===== src/icmp_echo_input_classifier_assert.svh =====
// Assertion macros for the ICMP echo input classifier.
// Expects clk_i and rst_ni in the scope of the file that includes it.
`ifndef ICMP_ECHO_INPUT_CLASSIFIER_ASSERT_SVH
`define ICMP_ECHO_INPUT_CLASSIFIER_ASSERT_SVH

// Same-cycle implication, checked out of reset.
`define IEC_ASSERT_IMPLIES(lbl, ante, cons) \
  lbl: assert property (@(posedge clk_i) disable iff (!rst_ni) (ante) |-> (cons)) \
    else $error("iec: same-cycle check failed");

// Next-cycle implication, checked out of reset.
`define IEC_ASSERT_NEXT(lbl, ante, cons) \
  lbl: assert property (@(posedge clk_i) disable iff (!rst_ni) (ante) |=> (cons)) \
    else $error("iec: next-cycle check failed");

`endif


===== src/iec_pkg.sv =====
// Shared types and constants of the ICMP echo input classifier.
// No dependencies; imported by every module of the block.
`timescale 1ns / 1ps

package iec_pkg;

  // Result verdict codes
  typedef enum logic [1:0] {
    VERDICT_DROP       = 2'd0,
    VERDICT_IGNORE     = 2'd1,
    VERDICT_ECHO_REPLY = 2'd2,
    VERDICT_SEND_REPLY = 2'd3
  } verdict_e;

  // Configuration register indexes
  localparam logic CFG_ADDR_VALID = 1'b0;
  localparam logic CFG_OWN_ADDR   = 1'b1;

  // ICMP message types handled here
  localparam logic [7:0] ICMP_TYPE_ECHO_REPLY   = 8'd0;
  localparam logic [7:0] ICMP_TYPE_ECHO_REQUEST = 8'd8;

  // Byte offsets within the message
  localparam int OFS_TYPE     = 0;
  localparam int OFS_CODE     = 1;
  localparam int OFS_CSUM_HI  = 2;
  localparam int OFS_CSUM_LO  = 3;
  localparam int OFS_IDENT_HI = 4;
  localparam int OFS_IDENT_LO = 5;
  localparam int OFS_SEQ_HI   = 6;
  localparam int OFS_SEQ_LO   = 7;

  // Minimum lengths
  localparam int MIN_ICMP_LEN = 4;
  localparam int MIN_ECHO_LEN = 8;

  localparam logic [15:0] SUM_ALL_ONES = 16'hFFFF;

  // Summary of one finished message, handed from front to back
  typedef struct packed {
    logic [15:0] full_sum;
    logic [15:0] reply_sum;
    logic [7:0]  type_val;
    logic [7:0]  code_val;
    logic [15:0] ident;
    logic [15:0] seq;
    logic [31:0] sender;
    logic [31:0] target;
    logic        short_icmp;  // fewer than 4 bytes
    logic        short_echo;  // fewer than 8 bytes
    logic        oversize;    // longer than the limit
  } msg_t;

endpackage


===== src/iec_front.sv =====
// Front end: takes message bytes, keeps the running sums and header fields.
// Depends on iec_pkg; emits one msg_t summary per final byte.
`timescale 1ns / 1ps

module iec_front import iec_pkg::*; #(
  parameter int MAX_MESSAGE_LEN = 1480,
  localparam int LenW = $clog2(MAX_MESSAGE_LEN + 1)
) (
  input  logic            clk_i,
  input  logic            rst_ni,
  input  logic            accept_i,
  input  logic [7:0]      data_byte_i,
  input  logic            last_byte_i,
  input  logic [31:0]     sender_address_i,
  input  logic [31:0]     target_address_i,
  output logic            push_o,
  output msg_t            msg_o,
  output logic [LenW-1:0] len_o
);

  // Counter holds one past the limit once saturated
  localparam int CntW = $clog2(MAX_MESSAGE_LEN + 2);
  localparam logic [CntW-1:0] Limit = CntW'(MAX_MESSAGE_LEN);

  function automatic logic [15:0] oc_add(input logic [15:0] a, input logic [15:0] b);
    logic [16:0] s;
    s = {1'b0, a} + {1'b0, b};
    return s[15:0] + {15'd0, s[16]};
  endfunction

  logic [CntW-1:0] cnt_q, cnt_d, len;
  logic [15:0]     full_q, full_d, reply_q, reply_d;
  logic [7:0]      held_q, held_d, type_q, type_d, code_q, code_d;
  logic [15:0]     ident_q, ident_d, seq_q, seq_d;
  logic [15:0]     word_full, word_reply;
  logic            in_range, sum_en, odd, add_en, oversize;

  always_comb begin
    in_range = cnt_q <= Limit;
    sum_en   = cnt_q < Limit;
    odd      = cnt_q[0];
    len      = in_range ? cnt_q + CntW'(1) : cnt_q;

    // Odd offset closes a word; an even final byte is padded with zero.
    word_full = odd ? {held_q, data_byte_i} : {data_byte_i, 8'h00};
    if (odd) begin
      if (cnt_q == CntW'(OFS_CODE)) begin
        word_reply = {8'h00, data_byte_i};
      end else if (cnt_q == CntW'(OFS_CSUM_LO)) begin
        word_reply = 16'h0000;
      end else begin
        word_reply = word_full;
      end
    end else begin
      if (cnt_q == CntW'(OFS_TYPE) || cnt_q == CntW'(OFS_CSUM_HI)) begin
        word_reply = 16'h0000;
      end else begin
        word_reply = word_full;
      end
    end

    add_en  = sum_en && (odd || last_byte_i);
    full_d  = add_en ? oc_add(full_q, word_full) : full_q;
    reply_d = add_en ? oc_add(reply_q, word_reply) : reply_q;

    held_d  = (sum_en && !odd) ? data_byte_i : held_q;
    type_d  = (sum_en && cnt_q == CntW'(OFS_TYPE)) ? data_byte_i : type_q;
    code_d  = (sum_en && cnt_q == CntW'(OFS_CODE)) ? data_byte_i : code_q;
    ident_d = ident_q;
    seq_d   = seq_q;
    if (sum_en && cnt_q == CntW'(OFS_IDENT_HI)) ident_d[15:8] = data_byte_i;
    if (sum_en && cnt_q == CntW'(OFS_IDENT_LO)) ident_d[7:0]  = data_byte_i;
    if (sum_en && cnt_q == CntW'(OFS_SEQ_HI))   seq_d[15:8]   = data_byte_i;
    if (sum_en && cnt_q == CntW'(OFS_SEQ_LO))   seq_d[7:0]    = data_byte_i;

    cnt_d = last_byte_i ? '0 : len;
  end

  always_ff @(posedge clk_i or negedge rst_ni) begin
    if (!rst_ni) begin
      cnt_q   <= '0;
      full_q  <= '0;
      reply_q <= '0;
    end else if (accept_i) begin
      cnt_q   <= cnt_d;
      full_q  <= last_byte_i ? 16'h0000 : full_d;
      reply_q <= last_byte_i ? 16'h0000 : reply_d;
    end
  end

  always_ff @(posedge clk_i) begin
    if (accept_i) begin
      held_q  <= held_d;
      type_q  <= type_d;
      code_q  <= code_d;
      ident_q <= ident_d;
      seq_q   <= seq_d;
    end
  end

  assign oversize = len > Limit;
  assign push_o   = accept_i && last_byte_i;
  assign len_o    = oversize ? LenW'(Limit) : LenW'(len);

  always_comb begin
    msg_o.full_sum   = full_d;
    msg_o.reply_sum  = reply_d;
    msg_o.type_val   = type_d;
    msg_o.code_val   = code_d;
    msg_o.ident      = ident_d;
    msg_o.seq        = seq_d;
    msg_o.sender     = sender_address_i;
    msg_o.target     = target_address_i;
    msg_o.short_icmp = len < CntW'(MIN_ICMP_LEN);
    msg_o.short_echo = len < CntW'(MIN_ECHO_LEN);
    msg_o.oversize   = oversize;
  end

endmodule


===== src/iec_queue.sv =====
// Two-entry queue between the front end and the verdict stage.
// Depends on iec_pkg only for house style; data is an opaque vector.
`timescale 1ns / 1ps

module iec_queue import iec_pkg::*; #(
  parameter int DATA_W = 8
) (
  input  logic              clk_i,
  input  logic              rst_ni,
  input  logic              push_i,
  input  logic [DATA_W-1:0] wdata_i,
  output logic              ready_o,
  input  logic              pop_i,
  output logic              valid_o,
  output logic [DATA_W-1:0] rdata_o
);

  logic [DATA_W-1:0] mem_q [2];
  logic              wptr_q, rptr_q;
  logic [1:0]        count_q;

  assign ready_o = count_q != 2'd2;
  assign valid_o = count_q != 2'd0;
  assign rdata_o = mem_q[rptr_q];

  always_ff @(posedge clk_i or negedge rst_ni) begin
    if (!rst_ni) begin
      wptr_q  <= 1'b0;
      rptr_q  <= 1'b0;
      count_q <= 2'd0;
    end else begin
      if (push_i) wptr_q <= ~wptr_q;
      if (pop_i)  rptr_q <= ~rptr_q;
      count_q <= count_q + {1'b0, push_i} - {1'b0, pop_i};
    end
  end

  always_ff @(posedge clk_i) begin
    if (push_i) mem_q[wptr_q] <= wdata_i;
  end

endmodule


===== src/iec_back.sv =====
// Verdict stage: classifies a queued message summary into the output register.
// Depends on iec_pkg (msg_t, verdict_e, type constants).
`timescale 1ns / 1ps

module iec_back import iec_pkg::*; #(
  parameter int LEN_W = 11
) (
  input  logic             clk_i,
  input  logic             rst_ni,
  input  logic             addr_valid_i,
  input  logic [31:0]      own_address_i,
  input  logic             q_valid_i,
  input  msg_t             msg_i,
  input  logic [LEN_W-1:0] len_i,
  output logic             pop_o,
  output logic             out_valid_o,
  input  logic             out_ready_i,
  output verdict_e         verdict_o,
  output logic [15:0]      ident_o,
  output logic [15:0]      seq_o,
  output logic [15:0]      csum_o,
  output logic [LEN_W-1:0] len_o,
  output logic [31:0]      peer_o
);

  verdict_e    verdict_d, verdict_q;
  logic [15:0] ident_d, seq_d, csum_d, ident_q, seq_q, csum_q;
  logic [LEN_W-1:0] len_q;
  logic [31:0] peer_q;
  logic        valid_q;
  logic        is_echo;

  assign pop_o = q_valid_i && (!valid_q || out_ready_i);

  always_comb begin
    is_echo = msg_i.type_val == ICMP_TYPE_ECHO_REQUEST ||
              msg_i.type_val == ICMP_TYPE_ECHO_REPLY;
    priority if (msg_i.short_icmp || msg_i.oversize || msg_i.full_sum != SUM_ALL_ONES) begin
      verdict_d = VERDICT_DROP;
    end else if (!is_echo) begin
      verdict_d = VERDICT_IGNORE;
    end else if (msg_i.code_val != 8'd0 || msg_i.short_echo) begin
      verdict_d = VERDICT_DROP;
    end else if (!addr_valid_i || msg_i.target != own_address_i) begin
      verdict_d = VERDICT_IGNORE;
    end else if (msg_i.type_val == ICMP_TYPE_ECHO_REPLY) begin
      verdict_d = VERDICT_ECHO_REPLY;
    end else begin
      verdict_d = VERDICT_SEND_REPLY;
    end

    if (verdict_d == VERDICT_ECHO_REPLY || verdict_d == VERDICT_SEND_REPLY) begin
      ident_d = msg_i.ident;
      seq_d   = msg_i.seq;
    end else begin
      ident_d = 16'h0000;
      seq_d   = 16'h0000;
    end
    csum_d = (verdict_d == VERDICT_SEND_REPLY) ? ~msg_i.reply_sum : 16'h0000;
  end

  always_ff @(posedge clk_i or negedge rst_ni) begin
    if (!rst_ni) begin
      valid_q <= 1'b0;
    end else if (pop_o) begin
      valid_q <= 1'b1;
    end else if (out_ready_i) begin
      valid_q <= 1'b0;
    end
  end

  always_ff @(posedge clk_i) begin
    if (pop_o) begin
      verdict_q <= verdict_d;
      ident_q   <= ident_d;
      seq_q     <= seq_d;
      csum_q    <= csum_d;
      len_q     <= len_i;
      peer_q    <= msg_i.sender;
    end
  end

  assign out_valid_o = valid_q;
  assign verdict_o   = verdict_q;
  assign ident_o     = ident_q;
  assign seq_o       = seq_q;
  assign csum_o      = csum_q;
  assign len_o       = len_q;
  assign peer_o      = peer_q;

endmodule


===== src/icmp_echo_input_classifier.sv =====
// Top level of the ICMP echo input classifier: config registers, front end,
// message queue and verdict stage. Depends on iec_pkg, iec_front, iec_queue, iec_back.
`timescale 1ns / 1ps

// Takes an ICMP message one byte per beat on the input channel, starting with
// the type byte, with last_byte_i high on the final beat. Byte beats are taken
// whenever in_ready_o is high, and a new message may start before the verdict of
// the last one is out, while the queue has space. The front end folds each byte
// into two RFC 1071 ones-complement sums (one whole, one with the type and
// checksum bytes as zero) with a single 16-bit end-around add per byte pair (or
// final lone byte), and captures type, code, identifier and sequence. On the final
// byte it pushes a message summary into a two-entry queue; the verdict stage pops
// it into the output register as the result beat. in_ready_o only drops while both
// queue entries are held behind a stalled output. One result beat per message:
// 0 drop, 1 ignored, 2 echo reply received (identifier and sequence given), 3 send
// echo reply (reply checksum for a type 0 reply given). Configuration (address_valid
// at index 0, own_address at index 1) is written with cfg_we_i; the user writes
// it only while the block is idle, which the block itself does not enforce.
module icmp_echo_input_classifier import iec_pkg::*; #(
  parameter int MAX_MESSAGE_LEN = 1480,
  localparam int LenW = $clog2(MAX_MESSAGE_LEN + 1)
) (
  input  logic            clk_i,
  input  logic            rst_ni,
  // configuration write port
  input  logic            cfg_we_i,
  input  logic            cfg_idx_i,
  input  logic [31:0]     cfg_wdata_i,
  // byte input channel
  input  logic            in_valid_i,
  output logic            in_ready_o,
  input  logic [7:0]      data_byte_i,
  input  logic            last_byte_i,
  input  logic [31:0]     sender_address_i,
  input  logic [31:0]     target_address_i,
  // result channel
  output logic            out_valid_o,
  input  logic            out_ready_i,
  output logic [1:0]      verdict_o,
  output logic [15:0]     echo_identifier_o,
  output logic [15:0]     echo_sequence_o,
  output logic [15:0]     reply_checksum_o,
  output logic [LenW-1:0] message_length_o,
  output logic [31:0]     peer_address_o
);

  `include "icmp_echo_input_classifier_assert.svh"

  localparam int QDataW = $bits(msg_t) + LenW;

  logic             addr_valid_q;
  logic [31:0]      own_addr_q;
  logic             in_accept;
  logic             push, pop, q_ready, q_valid;
  msg_t             front_msg;
  logic [LenW-1:0]  front_len;
  logic [QDataW-1:0] q_wdata, q_rdata;
  msg_t             back_msg;
  logic [LenW-1:0]  back_len;
  verdict_e         verdict;
  logic             is_send, no_echo_verdict, echo_fields_zero;

  // Configuration registers
  always_ff @(posedge clk_i or negedge rst_ni) begin
    if (!rst_ni) begin
      addr_valid_q <= 1'b0;
      own_addr_q   <= 32'd0;
    end else if (cfg_we_i) begin
      unique case (cfg_idx_i)
        CFG_ADDR_VALID: addr_valid_q <= cfg_wdata_i[0];
        CFG_OWN_ADDR:   own_addr_q   <= cfg_wdata_i;
        default: ;
      endcase
    end
  end

  // Non-final bytes never push, but keep the gate simple: space in the queue
  assign in_ready_o = q_ready;
  assign in_accept  = in_valid_i && q_ready;

  iec_front #(
    .MAX_MESSAGE_LEN(MAX_MESSAGE_LEN)
  ) u_front (
    .clk_i           (clk_i),
    .rst_ni          (rst_ni),
    .accept_i        (in_accept),
    .data_byte_i     (data_byte_i),
    .last_byte_i     (last_byte_i),
    .sender_address_i(sender_address_i),
    .target_address_i(target_address_i),
    .push_o          (push),
    .msg_o           (front_msg),
    .len_o           (front_len)
  );

  assign q_wdata = {front_len, front_msg};

  iec_queue #(
    .DATA_W(QDataW)
  ) u_queue (
    .clk_i  (clk_i),
    .rst_ni (rst_ni),
    .push_i (push),
    .wdata_i(q_wdata),
    .ready_o(q_ready),
    .pop_i  (pop),
    .valid_o(q_valid),
    .rdata_o(q_rdata)
  );

  assign back_msg = q_rdata[$bits(msg_t)-1:0];
  assign back_len = q_rdata[QDataW-1:$bits(msg_t)];

  iec_back #(
    .LEN_W(LenW)
  ) u_back (
    .clk_i        (clk_i),
    .rst_ni       (rst_ni),
    .addr_valid_i (addr_valid_q),
    .own_address_i(own_addr_q),
    .q_valid_i    (q_valid),
    .msg_i        (back_msg),
    .len_i        (back_len),
    .pop_o        (pop),
    .out_valid_o  (out_valid_o),
    .out_ready_i  (out_ready_i),
    .verdict_o    (verdict),
    .ident_o      (echo_identifier_o),
    .seq_o        (echo_sequence_o),
    .csum_o       (reply_checksum_o),
    .len_o        (message_length_o),
    .peer_o       (peer_address_o)
  );

  assign verdict_o = verdict;

  assign is_send          = verdict == VERDICT_SEND_REPLY;
  assign no_echo_verdict  = verdict == VERDICT_DROP || verdict == VERDICT_IGNORE;
  assign echo_fields_zero = (echo_identifier_o | echo_sequence_o) == 16'h0000;

  // A byte that is not the last one must never create a queued message.
  `IEC_ASSERT_NEXT(a_no_push_mid_message, in_accept && !last_byte_i && !q_valid, !q_valid)
  // Reply checksum only carries a value for the send-reply verdict.
  `IEC_ASSERT_IMPLIES(a_csum_only_on_send, out_valid_o && !is_send, reply_checksum_o == 16'h0000)
  // Identifier and sequence are zero for drop and ignore verdicts.
  `IEC_ASSERT_IMPLIES(a_echo_fields_zero, out_valid_o && no_echo_verdict, echo_fields_zero)
  // Reported length never exceeds the limit.
  `IEC_ASSERT_IMPLIES(a_len_clipped, out_valid_o, message_length_o <= LenW'(MAX_MESSAGE_LEN))

endmodule

===== config.mk =====
export PLATFORM = sky130hd
export DESIGN_NAME = icmp_echo_input_classifier
export DESIGN_NICKNAME = d
export VERILOG_FILES = /design/src/iec_pkg.sv /design/src/iec_front.sv /design/src/iec_queue.sv /design/src/iec_back.sv /design/src/icmp_echo_input_classifier.sv
export VERILOG_INCLUDE_DIRS = /design/src /design/src/src
export SDC_FILE = /design/constraint.sdc
export NUM_CORES = 1
export LEC_CHECK = 0
export BUFFER_PORTS_ARGS = -buffer_cell sky130_fd_sc_hd__buf_2
export CAP_MARGIN = 20
export CORE_AREA = 2 2 245 247
export CTS_BUF_LIST = sky130_fd_sc_hd__clkbuf_4
export DETAILED_ROUTE_END_ITERATION = 12
export DIE_AREA = 0 0 247 249
export PLACE_DENSITY = 0.65
export SYNTH_ARGS = -nofsm -noshare
export SYNTH_HDL_FRONTEND = slang
export SYNTH_SLANG_ARGS = --single-unit

===== constraint.sdc =====
create_clock -name clk_i -period 11.4 [get_ports clk_i]
set_input_delay 1.14 -clock clk_i [delete_from_list [all_inputs] [get_ports clk_i]]
set_output_delay 1.14 -clock clk_i [all_outputs]
set_load 0.03 [all_outputs]

[Yosys cells after proc, flatten, opt, wreduce, memory -nomap -nowiden]
Memories as Yosys holds them, arrays and structs flattened.
Index checks and enable logic that the tools add are counted.
Cells by class
  $add $sub $neg: 7
  magnitude comparators: 5
  eq/ne operators: 13
  mux-type cells: 27
  bitwise gates (word level): 4
  reduce and logical (&&, ||, !) cells: 31
Operators by type and width (number)
  two-way mux 16 bit: 9
  two-way mux 8 bit: 6
  equality test 11 x 3 -> 1 bit, second input constant: 4
  adder 16 x 16 -> 17 bit: 2
  two-way mux 11 bit: 3
  adder 16 x 1 -> 16 bit: 2
  inequality test 32 bit: 1
  equality test 11 x 2 -> 1 bit, second input constant: 2
  inequality test 16 bit, second input constant: 1
  inverter 16 bit: 1
  adder 11 x 1 -> 11 bit, second input constant: 1
  equality test 11 x 1 -> 1 bit, second input constant: 1
  > comparator 11 bit, second input constant: 1
  <= comparator 11 bit, second input constant: 1
  logical AND 1 bit: 11
  zero test 11 bit: 1
  < comparator 11 bit, second input constant: 1
  < comparator 11 x 3 -> 1 bit, second input constant: 1
  < comparator 11 x 4 -> 1 bit, second input constant: 1
  logical OR 1 bit: 9
  equality test 8 x 4 -> 1 bit, second input constant: 1
  zero test 8 bit: 1
  two-way mux 2 bit: 4
  nonzero test 8 bit: 1
  9 further kinds: 21
Word-level totals
  register bits: 230
  memory bits (writable): 316
  output and inout bits: 95
  memories kept: 1
Memory list
  u_queue.mem_q: words 2, bits a word 158, read ports 1, clocked after Yosys merged registers in 0, write ports 1, RTL line iec_queue.sv:18  | logic [DATA_W-1:0] mem_q [2];

[Logic depth before layout (Yosys ltp)]
Gate-level depths: netlist (run 1).
An unclocked memory read counts as a cell.
  word-level depth: 9
  gate-level depth with buffers: 26
  mapped depth without buffers: 25

[Modules after synthesis]
Synthesis (run 1) repeated with hierarchy kept, for this count alone.
Second synthesis, totals
  cell total of the unflattened synthesis: 1581
  area total of the unflattened synthesis: 24745.0 µm²
Modules (own cells, without submodules)
  iec_queue: times used 1, cells an instance 507, area each 12024.0 µm², seq. area each 9589.2 µm²
  iec_front: times used 1, cells an instance 789, area each 7574.8 µm², seq. area each 2757.6 µm²
  iec_back: times used 1, cells an instance 213, area each 3752.3 µm², seq. area each 2817.7 µm²
  icmp_echo_input_classifier: times used 1, cells an instance 72, area each 1393.8 µm², seq. area each 825.8 µm²

[Worst setup path before layout (run 1)]
No wires, ideal clock.
  kind: in2reg
  start point: input port in_valid_i
  end point: memory u_queue.mem_q[0][0] in the netlist's numbering (enable)
  arrival time: 8141 ps
  slack: 2581 ps
  stages: 4
  path through: nand2_1 inv_1 nand2_1 nor2_1
Between the ends
  word-level cells in the longest chain between the ends: 4
RTL lines
  start: declaration: RTL line icmp_echo_input_classifier.sv:30  | input logic in_valid_i,
  logical AND 1 bit: RTL line icmp_echo_input_classifier.sv:79  | assign in_accept = in_valid_i && q_ready;
  logical AND 1 bit: RTL line iec_front.sv:102  | assign push_o = accept_i && last_byte_i;
  two-way mux 1 bit: RTL line iec_queue.sv:39  | if (push_i) mem_q[wptr_q] <= wdata_i;
  two-way mux 1 bit (not written as such): RTL line iec_queue.sv:39
  end: declaration: RTL line iec_queue.sv:18
No other way between the ends.

==> results of run 1 <==
## worst paths after layout
check,start,to,cells after the start
max,u_front.cnt_q[0]$_DFFE_PN0P_,u_queue.mem_q[1][130]$_DFFE_PP_,24
min,rst_ni,own_addr_q[19]$_DFFE_PN0P_,1
max reg2reg,u_front.cnt_q[0]$_DFFE_PN0P_,u_queue.mem_q[1][130]$_DFFE_PP_,24
min reg2reg,addr_valid_q$_DFFE_PN0P_,addr_valid_q$_DFFE_PN0P_,1
max in group asynchronous,rst_ni,u_front.full_q[6]$_DFFE_PN0P_,2
min in group clk_i,target_address_i[10],u_queue.mem_q[1][13]$_DFFE_PP_,1
## logic make-up after synthesis
logic type               synth area share
buffers and inverters             0.01537
multiplexers                      0.09227
adder cells (fa/ha/maj)           0.02537
XOR/XNOR                          0.03568
AO/OA/AOI/OAI                     0.06809
flip-flops                         0.6868
AND/OR/NAND/NOR                   0.07642
## layout make-up
class | count | share of cell area
Clock buffer | 209 | 0.05783
Antenna cell | 4 | 0.0003689
Sequential cell | 546 | 0.5895
Clock inverter | 41 | 0.01264
Timing Repair Buffer | 223 | 0.04363
Inverter | 27 | 0.003782
Tap cell | 773 | 0.03565
Multi-Input combinational cell | 899 | 0.2566
## cells in the final DEF (no fill, tap or decap), types with 20 or more instances in the layout
| cell | count |
|---|---|
| mux2i_1 | 65 |
| nand2_1 | 93 |
| nor2_1 | 83 |
| inv_1 | 25 |
| mux2_2 | 133 |
| xor2_1 | 24 |
| nor2b_1 | 20 |
| dfrtp_1 | 80 |
| a21oi_1 | 25 |
| nand3_1 | 26 |
| ha_1 | 44 |
| edfxtp_1 | 465 |
| o21ai_0 | 52 |
| xnor2_1 | 69 |
| clkbuf_4 | 209 |
| clkinv_1 | 23 |
| a22o_1 | 22 |
| buf_2 | 204 |
## layer usage
layer / part of all wire / wire (um) / up-vias / GRT usage
met5: 0.00047 / 24 / - / 0
met4: 0.029 / 1478 / 4 / 0.07745
met3: 0.052 / 2661 / 101 / 0.03555
met2: 0.49 / 24790 / 356 / 0.2686
met1: 0.43 / 22040 / 6837 / 0.2120
li1: - / - / 6534 / -
## through the flow
| step | power [uW] | utilization | instances |
|---|---|---|---|
| 6_report | 7005 | 0.4623 | 2722 |
| 5_1_grt | 7438 | 0.4622 | 2719 |
| 4_1_cts | 7104 | 0.4619 | 2717 |
| 3_5_place_dp | 5308 | 0.4293 | 2467 |
| 3_3_place_gp | 5250 | 0.4290 | 2466 |
| 2_1_floorplan | 4725 | - | 1529 |
## critical path, delay by kind of cell (launching register included)
family,cells,cell delay (ns)
AND/OR/NAND/NOR,12,2.50
AO/OA/AOI/OAI,5,0.72
adder cells (fa/ha/maj),4,1.12
flip-flops,1,0.36
buffers and inverters,2,0.31
XOR/XNOR,1,0.22
## report_power, final
group	switching (uW)	leakage [uW]	internal [uW]
logic	1420	0.00383	811
clock network	783	0.00112	979
registers	188	0.00537	2830
==> metrics.yaml, run 1 <==
status:
  status: "complete, no violations"
synthesis:
  yosysWarnings: 0
  syn_area_um2: 23280
  synth_top_cell_by_area: "edfxtp_1"
  ys_seq_area_frac: 0.6868
  synthFlopType: "edfxtp_1"
  post_synth_inst_count: 1529
  synthTopCellsByCount: "edfxtp_1, mux2_2, nand2_1"
  synthArstFlopShare: 0.1484
  ys_types: 80
  yosys.area.top_type_share: 0.5997
  synth-edff-count: 465
  ys_seq_elements: 546
  post-synth-top-count-cell: "edfxtp_1"
  synth_nets: 1686
  syn_area_per_cell_um2: 15.23
  synth_area_leaders: "edfxtp_1, dfrtp_1, mux2_2"
die:
  io-pin-count: 206
  die_area_um2: 61500
  die_h_um: 249
  die_x_um: 247
  core.rowCount: 89
  initial_utilization: 0.3967
  core_area_um2: 58690
detailed_routing:
  drt_pre_antenna_iters: 4
  via_count: 13830
  drt-total-wl_mm: 51.00
  drc_errors: 0
  via_per_inst: 5.082
  drtAntennaViolNets: 0
  drtIter0Drc: 874
  wire_per_inst_um: 18.73
setup_path:
  path_max_fanout: 36
  crit_top_cell: "ha_1"
  path_cells: "buf_4 -> ha_1 -> nand3b_1 -> and3_1 -> ha_1 -> inv_1 -> fa_1 -> and3b_1 -> o21a_1 -> nor2_1 -> o221ai_1 -> a21oi_1 -> nor2b_1 -> o21ai_0 -> nand2b_1 -> ha_1 -> and3_1 -> nand3_1 -> nor4_1 -> nand4_1 -> nor3_2 -> nand3_1 -> xnor2_1 -> o21ai_0"
  cp-end-kind: "flip-flop"
  cp.arrival_ns: 6.08
  critPathKind: "flip-flop to flip-flop"
  crit_required_ns: 11.96
  slowest_stage: "nor4_1"
  r2r_slack_ns: 5.88
  cpPeakStageDelay_ns: 0.48
  cp-start-kind: "flip-flop"
timing:
  final.setup_skew_ns: 0.05038
  max_slew_margin: 0.3521
  setup_tns_ns: 0
  tightest_slew_ns: 0.9718
  setup_viol: 0
  slew_viol_final: 0
  finalCriticalPeriod_ns: 5.522
  finalCritPeriodShare: 0.4844
  fmaxAchievable_mhz: 181.1
  hold_ws_ns: 0.2666
  setup_ws_ns: 5.878
  hold_violations: 0
  rsz0062_at_grt: "no"
clock_network:
  cts_tree: "built"
  clock_sinks: 546
  post_cts_buffers: 0
  htreeDepth: 4
  clkTransAtPathRegs_ns: 0.07
  clockBufferDepth: 3
  ctsHoldBuffers: 0
  cts_resized: 0
  numCtsBuffers: 139
  cts_root_buf: "clkbuf_4"
  clock_latency_ns: 0.87
finish:
  fillers: 5137
  largest_register_ffs: 316
  final_nets: 1993
  areaGrowthSynthToFinish_pct: 16.53
  drive_gt1_frac: 0.3193
  largest-register: "u_queue.mem_q"
  fin_area_um2: 27130
  regArea_um2: 15990
  multi_input_area_um2: 6962
power:
  vdd_ir_drop_max_mv: 0.1344
  powerDensity_nw_per_um2: 258.2
  p_leak_uw: 0.01033
job:
  max_cap_viol_count: 0
placement:
  portBuffers: 205
  place_hpwl_mm: 32.84
  gp_congestion: 0.8762
  place_area_um2: 25190
  dpl_worst_slack_ns: 5.701
hold_path:
  min_path_type: "input port to asynchronous set/reset pin"
global_route:
  grt_max_degree: 66
  grt_pass1_vias: 14400
  grtUsageTotal: 0.1658
  antenna_found_initial: 3
  grt_pass1_wl_mm: 79.09
  grt_overflow: 0
Note: power is estimated with default switching activity, not from simulation.
==> inputs of run 2 (changes only) <==
==> constraint.sdc (replaced) <==
create_clock -name clk_i -period 5.1 [get_ports clk_i]
set_input_delay 0.51 -clock clk_i [delete_from_list [all_inputs] [get_ports clk_i]]
set_output_delay 0.51 -clock clk_i [all_outputs]
set_load 0.03 [all_outputs]
==> run 2 against run 1 <==
Compared with the run above: flip-flop and latch count is the same; critical path type unchanged; count of clock-buffer cells in the layout shrank 21; die area is the same; highest routed layer unchanged; power grew 120%; non-clock buffer count grew 130; critical endpoint is now u_queue.mem_q[0][130]$_DFFE_PP_; final cell count grew 4.2%; clock power grew 120%; largest cell class unchanged; routed wire length grew 4.1%.
==> metrics.yaml, run 2 (synthesis results as in run 1) <==
status:
  status: "complete, no violations"  # unchanged
finish:
  final_nets: 2122  # was 1,993
  final_common_cell: "edfxtp_1"  # unchanged
  finalNonFillerCells: 2837  # was 2,722
  layout_common_cells: "edfxtp_1, buf_2, clkbuf_4"  # was edfxtp_1, clkbuf_4, buf_2
  fin_area_um2: 28390  # was 27,130 um2
  largest-register: "u_queue.mem_q"  # unchanged
  areaGrowthSynthToFinish_pct: 21.93  # was 16.53%
  largest_register_ffs: 316  # unchanged
  drive_gt1_frac: 0.3181  # was 0.3193
timing:
  hold_ws_ns: 0.1411  # was 0.2666 ns
  slew_viol_final: 0  # unchanged
  max_slew_margin: 0.3081  # was 0.3521
  fmaxAchievable_mhz: 206.5  # was 181.1 MHz
  finalCriticalPeriod_ns: 4.843  # was 5.522 ns
  final.setup_skew_ns: 0.04669  # was 0.05038 ns
  setup_tns_ns: 0  # unchanged
  finalCritPeriodShare: 0.9497  # was 0.4844
  tightest_slew_ns: 1.038  # was 0.9718 ns
  hold_violations: 0  # unchanged
  setup_viol: 0  # unchanged
setup_path:
  path_buf_inv: 3  # was 2
  r2r-end: "u_queue.mem_q[0][130]$_DFFE_PP_"  # was u_queue.mem_q[1][130]$_DFFE_PP_
  timing.rr.start: "u_front.cnt_q[1]$_DFFE_PN0P_"  # was u_front.cnt_q[0]$_DFFE_PN0P_
  path_delay_family: "simple AND/OR/NAND/NOR gates"  # unchanged
  crit_path_end: "u_queue.mem_q[0][130]$_DFFE_PP_"  # was u_queue.mem_q[1][130]$_DFFE_PP_
  slowest_stage: "dfrtp_2"  # was nor4_1
  cp-end-kind: "flip-flop"  # unchanged
  path_max_fanout: 8  # was 36
  r2r_slack_ns: 0.26  # was 5.88 ns
  cp.arrival_ns: 5.40  # was 6.08 ns
  critPathKind: "flip-flop to flip-flop"  # unchanged
  cp-start-kind: "flip-flop"  # unchanged
  rr_worst_depth: 25  # was 24
  cp.depth: 25  # was 24
  crit_required_ns: 5.65  # was 11.96 ns
  cpPeakStageDelay_ns: 0.43  # was 0.48 ns
  critPathLaunch: "u_front.cnt_q[1]$_DFFE_PN0P_"  # was u_front.cnt_q[0]$_DFFE_PN0P_
power:
  powerDensity_nw_per_um2: 555.1  # was 258.2 nW/um2
  vdd_ir_drop_max_mv: 0.2676  # was 0.1344 mV
  p_leak_uw: 0.01083  # was 0.01033 uW
clock_network:
  numCtsBuffers: 138  # was 139
  clkTransAtPathRegs_ns: 0.06  # was 0.07 ns
  htreeDepth: 4  # unchanged
  clock_latency_ns: 0.86  # was 0.87 ns
  cts_tree: "built"  # unchanged
  cts_root_buf: "clkbuf_4"  # unchanged
  clock_sinks: 546  # unchanged
  clockBufferDepth: 3  # unchanged
global_route:
  grt_use_met3: 0.03846  # was 0.03555
  grt_max_degree: 125  # was 66
  use_met2: 0.2863  # was 0.2686
  grtUsageTotal: 0.1718  # was 0.1658
  grt_pass1_vias: 15050  # was 14.40k
  busiest_layer: "met2"  # unchanged
  antenna_found_initial: 5  # was 3
  grt_overflow: 0  # unchanged
  grt.met1_usage: 0.2146  # was 0.2120
  grt_pass1_wl_mm: 82.06  # was 79.09 mm
detailed_routing:
  drtIter0Drc: 850  # was 874
  drt_pre_antenna_iters: 5  # was 4
  drt-total-wl_mm: 53.07  # was 51.00 mm
  via_count: 14310  # was 13.83k
  via_per_inst: 5.045  # was 5.082
  drtAntennaViolNets: 0  # unchanged
  drc_errors: 0  # unchanged
  wire_per_inst_um: 18.71  # was 18.73 um
placement:
  place_inst: 2486  # was 2,467
  gp_congestion: 0.8579  # was 0.8762
  portBuffers: 205  # unchanged
  place_hpwl_mm: 33.47  # was 32.84 mm
  place_area_um2: 25350  # was 25,190 um2
die:
  die_x_um: 247  # unchanged
  core.rowCount: 89  # unchanged
  io-pin-count: 206  # unchanged
  core_area_um2: 58690  # unchanged
  initial_utilization: 0.3967  # unchanged
  die_area_um2: 61500  # unchanged
  die_h_um: 249  # unchanged
hold_path:
  min_from: "data_byte_i[2]"
  min_path_type: "input port to flip-flop"  # was input port to asynchronous set/reset pin
  hold_depth: 1
job:
  max_cap_viol_count: 0  # unchanged
## run 2: cell types whose count changed in the layout (fill, tap and decap cells not counted), sizes merged, moves of 2 or more
cell,before,now
dlygate4sd3,0,101
buf,223,252
clkbuf,209,188
clkinv,29,36
diode,4,2
## run 2: worst reg2reg max path, stage by stage (launching register included)
cell and delay, ns:
dfrtp_2 0.43, inv_2 0.09, ha_2 0.21, nand3b_1 0.13, buf_6 0.14, and3_4 0.20
ha_4 0.14, inv_1 0.05, fa_1 0.39, and3b_1 0.25, o21a_1 0.16, nor2_1 0.07
o221ai_1 0.19, a21oi_1 0.12, nor2b_1 0.12, o21ai_0 0.09, nand2b_1 0.10, ha_1 0.18
and3_4 0.21, nand3_1 0.12, nor4_4 0.30, nand4_1 0.18, nor3_2 0.27, nand3_1 0.12
xnor2_1 0.21, o21ai_1 0.11
## run 2: layout make-up
type | count | area (um2)
antenna | 2 | 5.005
clock buffer | 188 | 1411
clock inverter | 49 | 402.9
fill | 5034 | 30300
inverter | 27 | 102.6
multi-input combinational | 899 | 7076
sequential | 546 | 16000
tap | 773 | 967.2
timing repair buffer | 353 | 2421
## run 2: timing repair
item                       CTS  global route
setup endpoints to repair    2            20
setup buffers                1            10
gates cloned                 0             0
pin swaps                    1             9
hold endpoints to repair   197             0
hold buffers               101             0
gates resized for setup      1            29
## run 2: per-layer routing
| layer | part of all wire | up-vias |
|---|---|---|
| met1 | 0.43 | 7078 |
| met3 | 0.050 | 94 |
| met5 | 0.00040 | - |
| met4 | 0.028 | 4 |
| met2 | 0.50 | 357 |
| li1 | - | 6780 |
## run 2: power by group
group	leakage [uW]	switching, uW	internal, uW
Clock	0.00106	1710	2070
Combinational	0.00440	3210	1960
Sequential	0.00536	482	6320
Total	0.0108	5400	10400
## run 2: worst min path at each step
stage                                   to  slack [ns]
2_1_floorplan     addr_valid_q$_DFFE_PN0P_        0.21
3_3_place_gp      addr_valid_q$_DFFE_PN0P_        0.50
3_5_place_dp     own_addr_q[5]$_DFFE_PN0P_        0.50
4_1_cts        u_front.held_q[2]$_DFFE_PP_        0.06
5_1_grt        u_front.held_q[7]$_DFFE_PP_        0.09
6_report       u_front.held_q[2]$_DFFE_PP_        0.14
## run 2: metrics by stage
step	util	worst slack [ns]	total power, uW
6_report	0.4837	0.2565	15760
5_1_grt	0.4837	-0.06418	16710
4_1_cts	0.4802	0.1068	15870
3_5_place_dp	0.4320	0.01153	11930
3_3_place_gp	0.4320	0.1606	11810
2_1_floorplan	-	0.3963	10490
==> inputs of run 3 (changes only) <==
--- a/config.mk
+++ b/config.mk
@@ -6,12 +6,13 @@
 export SDC_FILE = /design/constraint.sdc
 export NUM_CORES = 1
 export LEC_CHECK = 0
+export ABC_AREA = 1
 export BUFFER_PORTS_ARGS = -buffer_cell sky130_fd_sc_hd__buf_2
 export CAP_MARGIN = 20
-export CORE_AREA = 2 2 245 247
+export CORE_AREA = 2 2 248 250
 export CTS_BUF_LIST = sky130_fd_sc_hd__clkbuf_4
 export DETAILED_ROUTE_END_ITERATION = 12
-export DIE_AREA = 0 0 247 249
+export DIE_AREA = 0 0 250 252
 export PLACE_DENSITY = 0.65
 export SYNTH_ARGS = -nofsm -noshare
 export SYNTH_HDL_FRONTEND = slang
==> run 3 against run 2 <==
Compared with the run above: non-clock buffer count is 11 lower; critical path depth rose by 6; global-route usage increased by 2.2 points; routed wire length rose by 13%; via count rose by 20%; worst setup slack gained 0.21 ns; die area rose by 2.4%; worst hold slack better by 0.018 ns; sequential share of layout area shrank 1.1 points; final cell count is 24% higher; utilization is 0.28 points lower; clock power rose by 5%; largest power group unchanged.
==> metrics.yaml, run 3 <==
setup_path:
  cp.arrival_ns: 5.31  # was 5.40 ns
  path_buf_inv: 5  # was 3
  path_max_fanout: 6  # was 8
  critPathKind: "flip-flop to flip-flop"  # unchanged
  crit_required_ns: 5.78  # was 5.65 ns
  r2r-end: "u_queue.mem_q[1][129]$_DFFE_PP_"  # was u_queue.mem_q[0][130]$_DFFE_PP_
  r2r_slack_ns: 0.47  # was 0.26 ns
  slowest_stage: "dfrtp_2"  # unchanged
  timing.rr.start: "u_front.cnt_q[4]$_DFFE_PN0P_"  # was u_front.cnt_q[1]$_DFFE_PN0P_
  cpPeakStageDelay_ns: 0.45  # was 0.43 ns
  path_delay_family: "simple AND/OR/NAND/NOR gates"  # unchanged
  rr_worst_depth: 31  # was 25
  cp-end-kind: "flip-flop"  # unchanged
  crit_top_cell: "nand2_1"
  cp-start-kind: "flip-flop"  # unchanged
timing:
  max_slew_margin: 0.3897  # was 0.3081
  hold_ws_ns: 0.1587  # was 0.1411 ns
  finalCritPeriodShare: 0.9077  # was 0.9497
  setup_ws_ns: 0.4708  # was 0.2565 ns
  setup_tns_ns: 0  # unchanged
  slew_viol_final: 0  # unchanged
  hold_violations: 0  # unchanged
  setup_viol: 0  # unchanged
  finalCriticalPeriod_ns: 4.629  # was 4.843 ns
  fmaxAchievable_mhz: 216.0  # was 206.5 MHz
  final.setup_skew_ns: 0.05773  # was 0.04669 ns
  tightest_slew_ns: 0.9155  # was 1.038 ns
synthesis:
  synth_nets: 2365  # was 1,686
  ys_seq_elements: 546  # unchanged
  synth-edff-count: 465  # unchanged
  post-synth-top-count-cell: "nand2_1"  # was edfxtp_1
  synthTopCellsByCount: "nand2_1, edfxtp_1, inv_1"  # was edfxtp_1, mux2_2, nand2_1
  synthArstFlopShare: 0.1484  # unchanged
  syn_area_per_cell_um2: 10.80  # was 15.23 um2
  synth_area_leaders: "edfxtp_1, nand2_1, dfrtp_1"  # was edfxtp_1, dfrtp_1, mux2_2
  synthFlopType: "edfxtp_1"  # unchanged
  yosys.area.top_type_share: 0.5857  # was 0.5997
  ys_seq_area_frac: 0.6708  # was 0.6868
  ys_types: 52  # was 80
  yosysWarnings: 0  # unchanged
  syn_area_um2: 23840  # was 23,280 um2
  post_synth_inst_count: 2208  # was 1,529
  synth_top_cell_by_area: "edfxtp_1"  # unchanged
finish:
  fin_area_um2: 28920  # was 28,390 um2
  drive_gt1_frac: 0.1980  # was 0.3181
  final_nets: 2791  # was 2,122
  final_common_cell: "nand2_1"  # was edfxtp_1
  finalNonFillerCells: 3521  # was 2,837
  layout_common_cells: "nand2_1, edfxtp_1, clkbuf_4"  # was edfxtp_1, buf_2, clkbuf_4
  regArea_um2: 16000  # about the same
  largest-register: "u_queue.mem_q"  # unchanged
  multi_input_area_um2: 6840  # was 7076 um2
  largest_register_ffs: 316  # unchanged
  fillers: 5461  # was 5,034
  areaGrowthSynthToFinish_pct: 21.31  # was 21.93%
job:
  max_cap_viol_count: 0  # unchanged
global_route:
  grt_overflow: 0  # unchanged
  grt_pass1_vias: 17390  # was 15.05k
  grt_max_degree: 110  # was 125
  antenna_found_initial: 1  # was 5
  grtUsageTotal: 0.1933  # was 0.1718
  grt_pass1_wl_mm: 94.03  # was 82.06 mm
hold_path:
  min_path_type: "input port to asynchronous set/reset pin"  # was input port to flip-flop
detailed_routing:
  drt-total-wl_mm: 60.19  # was 53.07 mm
  via_count: 17180  # was 14.31k
  drt_pre_antenna_iters: 7  # was 5
  drtAntennaViolNets: 0  # unchanged
  drtIter0Drc: 1144  # was 850
  drc_errors: 0  # unchanged
  via_per_inst: 4.880  # was 5.045
  wire_per_inst_um: 17.09  # was 18.71 um
die:
  initial_utilization: 0.3964  # was 0.3967
  core_area_um2: 60130  # was 58,690 um2
  die_area_um2: 63000  # was 61,500 um2
  io-pin-count: 206  # unchanged
  die_x_um: 250  # was 247 um
  die_h_um: 252  # was 249 um
  core.rowCount: 90  # was 89
clock_network:
  clock_latency_ns: 0.95  # was 0.86 ns
  post_cts_buffers: 0  # was 1
  clockBufferDepth: 3  # unchanged
  htreeDepth: 4  # unchanged
  cts_root_buf: "clkbuf_4"  # unchanged
  cts_tree: "built"  # unchanged
  numCtsBuffers: 145  # was 138
  clock_sinks: 546  # unchanged
  clkTransAtPathRegs_ns: 0.08  # was 0.06 ns
placement:
  place_inst: 3159  # was 2,486
  place_hpwl_mm: 38.71  # was 33.47 mm
  gp_congestion: 0.8817  # was 0.8579
  portBuffers: 205  # unchanged
  dpl_worst_slack_ns: 0.2748  # was 0.01153 ns
  place_area_um2: 25850  # was 25,350 um2
power:
  vdd_ir_drop_max_mv: 0.2576  # was 0.2676 mV
  powerDensity_nw_per_um2: 561.9  # was 555.1 nW/um2
  p_leak_uw: 0.01252  # was 0.01083 uW
status:
  status: "complete, no violations"  # unchanged
## run 3: through the flow
| stage | power, uW | util |
|---|---|---|
| after global placement | 12150 | 0.4299 |
| after detailed placement | 12250 | 0.4299 |
| after floorplan | 10560 | - |
| final | 16250 | 0.4809 |
| after global routing | 17360 | 0.4809 |
| after CTS | 16400 | 0.4802 |
## run 3: where the power goes
| part | internal (uW) | total [uW] | switching [uW] | leakage [uW] |
|---|---|---|---|---|
| combinational | 1570 | 5460 | 3900 | 0.00601 |
| sequential | 6340 | 6800 | 454 | 0.00537 |
| clock | 2230 | 3990 | 1760 | 0.00113 |
| total | 10100 | 16300 | 6110 | 0.0125 |
## run 3: area by class of cell
type | instances | share of cell area
flip-flops and latches | 546 | 0.5531
multi-input cells | 1386 | 0.2365
repair buffers | 342 | 0.08177
clock buffers | 215 | 0.05581
well taps | 782 | 0.03383
inverters | 213 | 0.02773
clock inverters | 35 | 0.01103
diodes | 2 | 0.0001731
## run 3: worst max-delay path by stage
stage | from | to | slack, ns | cells past startpoint
floorplan | u_queue.count_q[1]$_DFF_PN0_ | u_queue.mem_q[0][0]$_DFFE_PP_ | -0.57 | 5
global placement | u_front.cnt_q[5]$_DFFE_PN0P_ | u_queue.mem_q[0][125]$_DFFE_PP_ | 0.43 | 32
detailed placement | u_front.cnt_q[5]$_DFFE_PN0P_ | u_front.reply_q[10]$_DFFE_PN0P_ | 0.27 | 32
CTS | u_front.cnt_q[4]$_DFFE_PN0P_ | u_front.reply_q[10]$_DFFE_PN0P_ | 0.24 | 32
global route | u_front.cnt_q[4]$_DFFE_PN0P_ | u_front.reply_q[12]$_DFFE_PN0P_ | -0.008 | 35
finish | u_front.cnt_q[4]$_DFFE_PN0P_ | u_queue.mem_q[1][129]$_DFFE_PP_ | 0.47 | 31
## run 3: layer usage
metal	up-vias	track usage	wire length, um
met5	-	0	0
met4	0	0.07254	1615
met3	101	0.05437	3518
met2	525	0.3206	28790
met1	8184	0.2414	26260
li1	8371	-	-
## run 3: what timing repair did
action / in CTS / in global routing
hold buffers: 109 / 0
endpoints found under the hold margin: 219 / 0
endpoints found under the setup margin: 0 / 32
gates resized for setup: 0 / 13
## run 3: logic make-up (layout without fill, tap and decap cells)
kind of cell    after synthesis  in the layout  synth area share
simple gates               1044           1044            0.1784
flops                       546            546            0.6708
buf+inv                     276            805           0.04514
compound gates              228            228           0.05317
fa+ha+maj                    46             46           0.02477
xor+xnor                     42             42           0.01575
mux                          26             26           0.01202
other cells                   0              2                 0
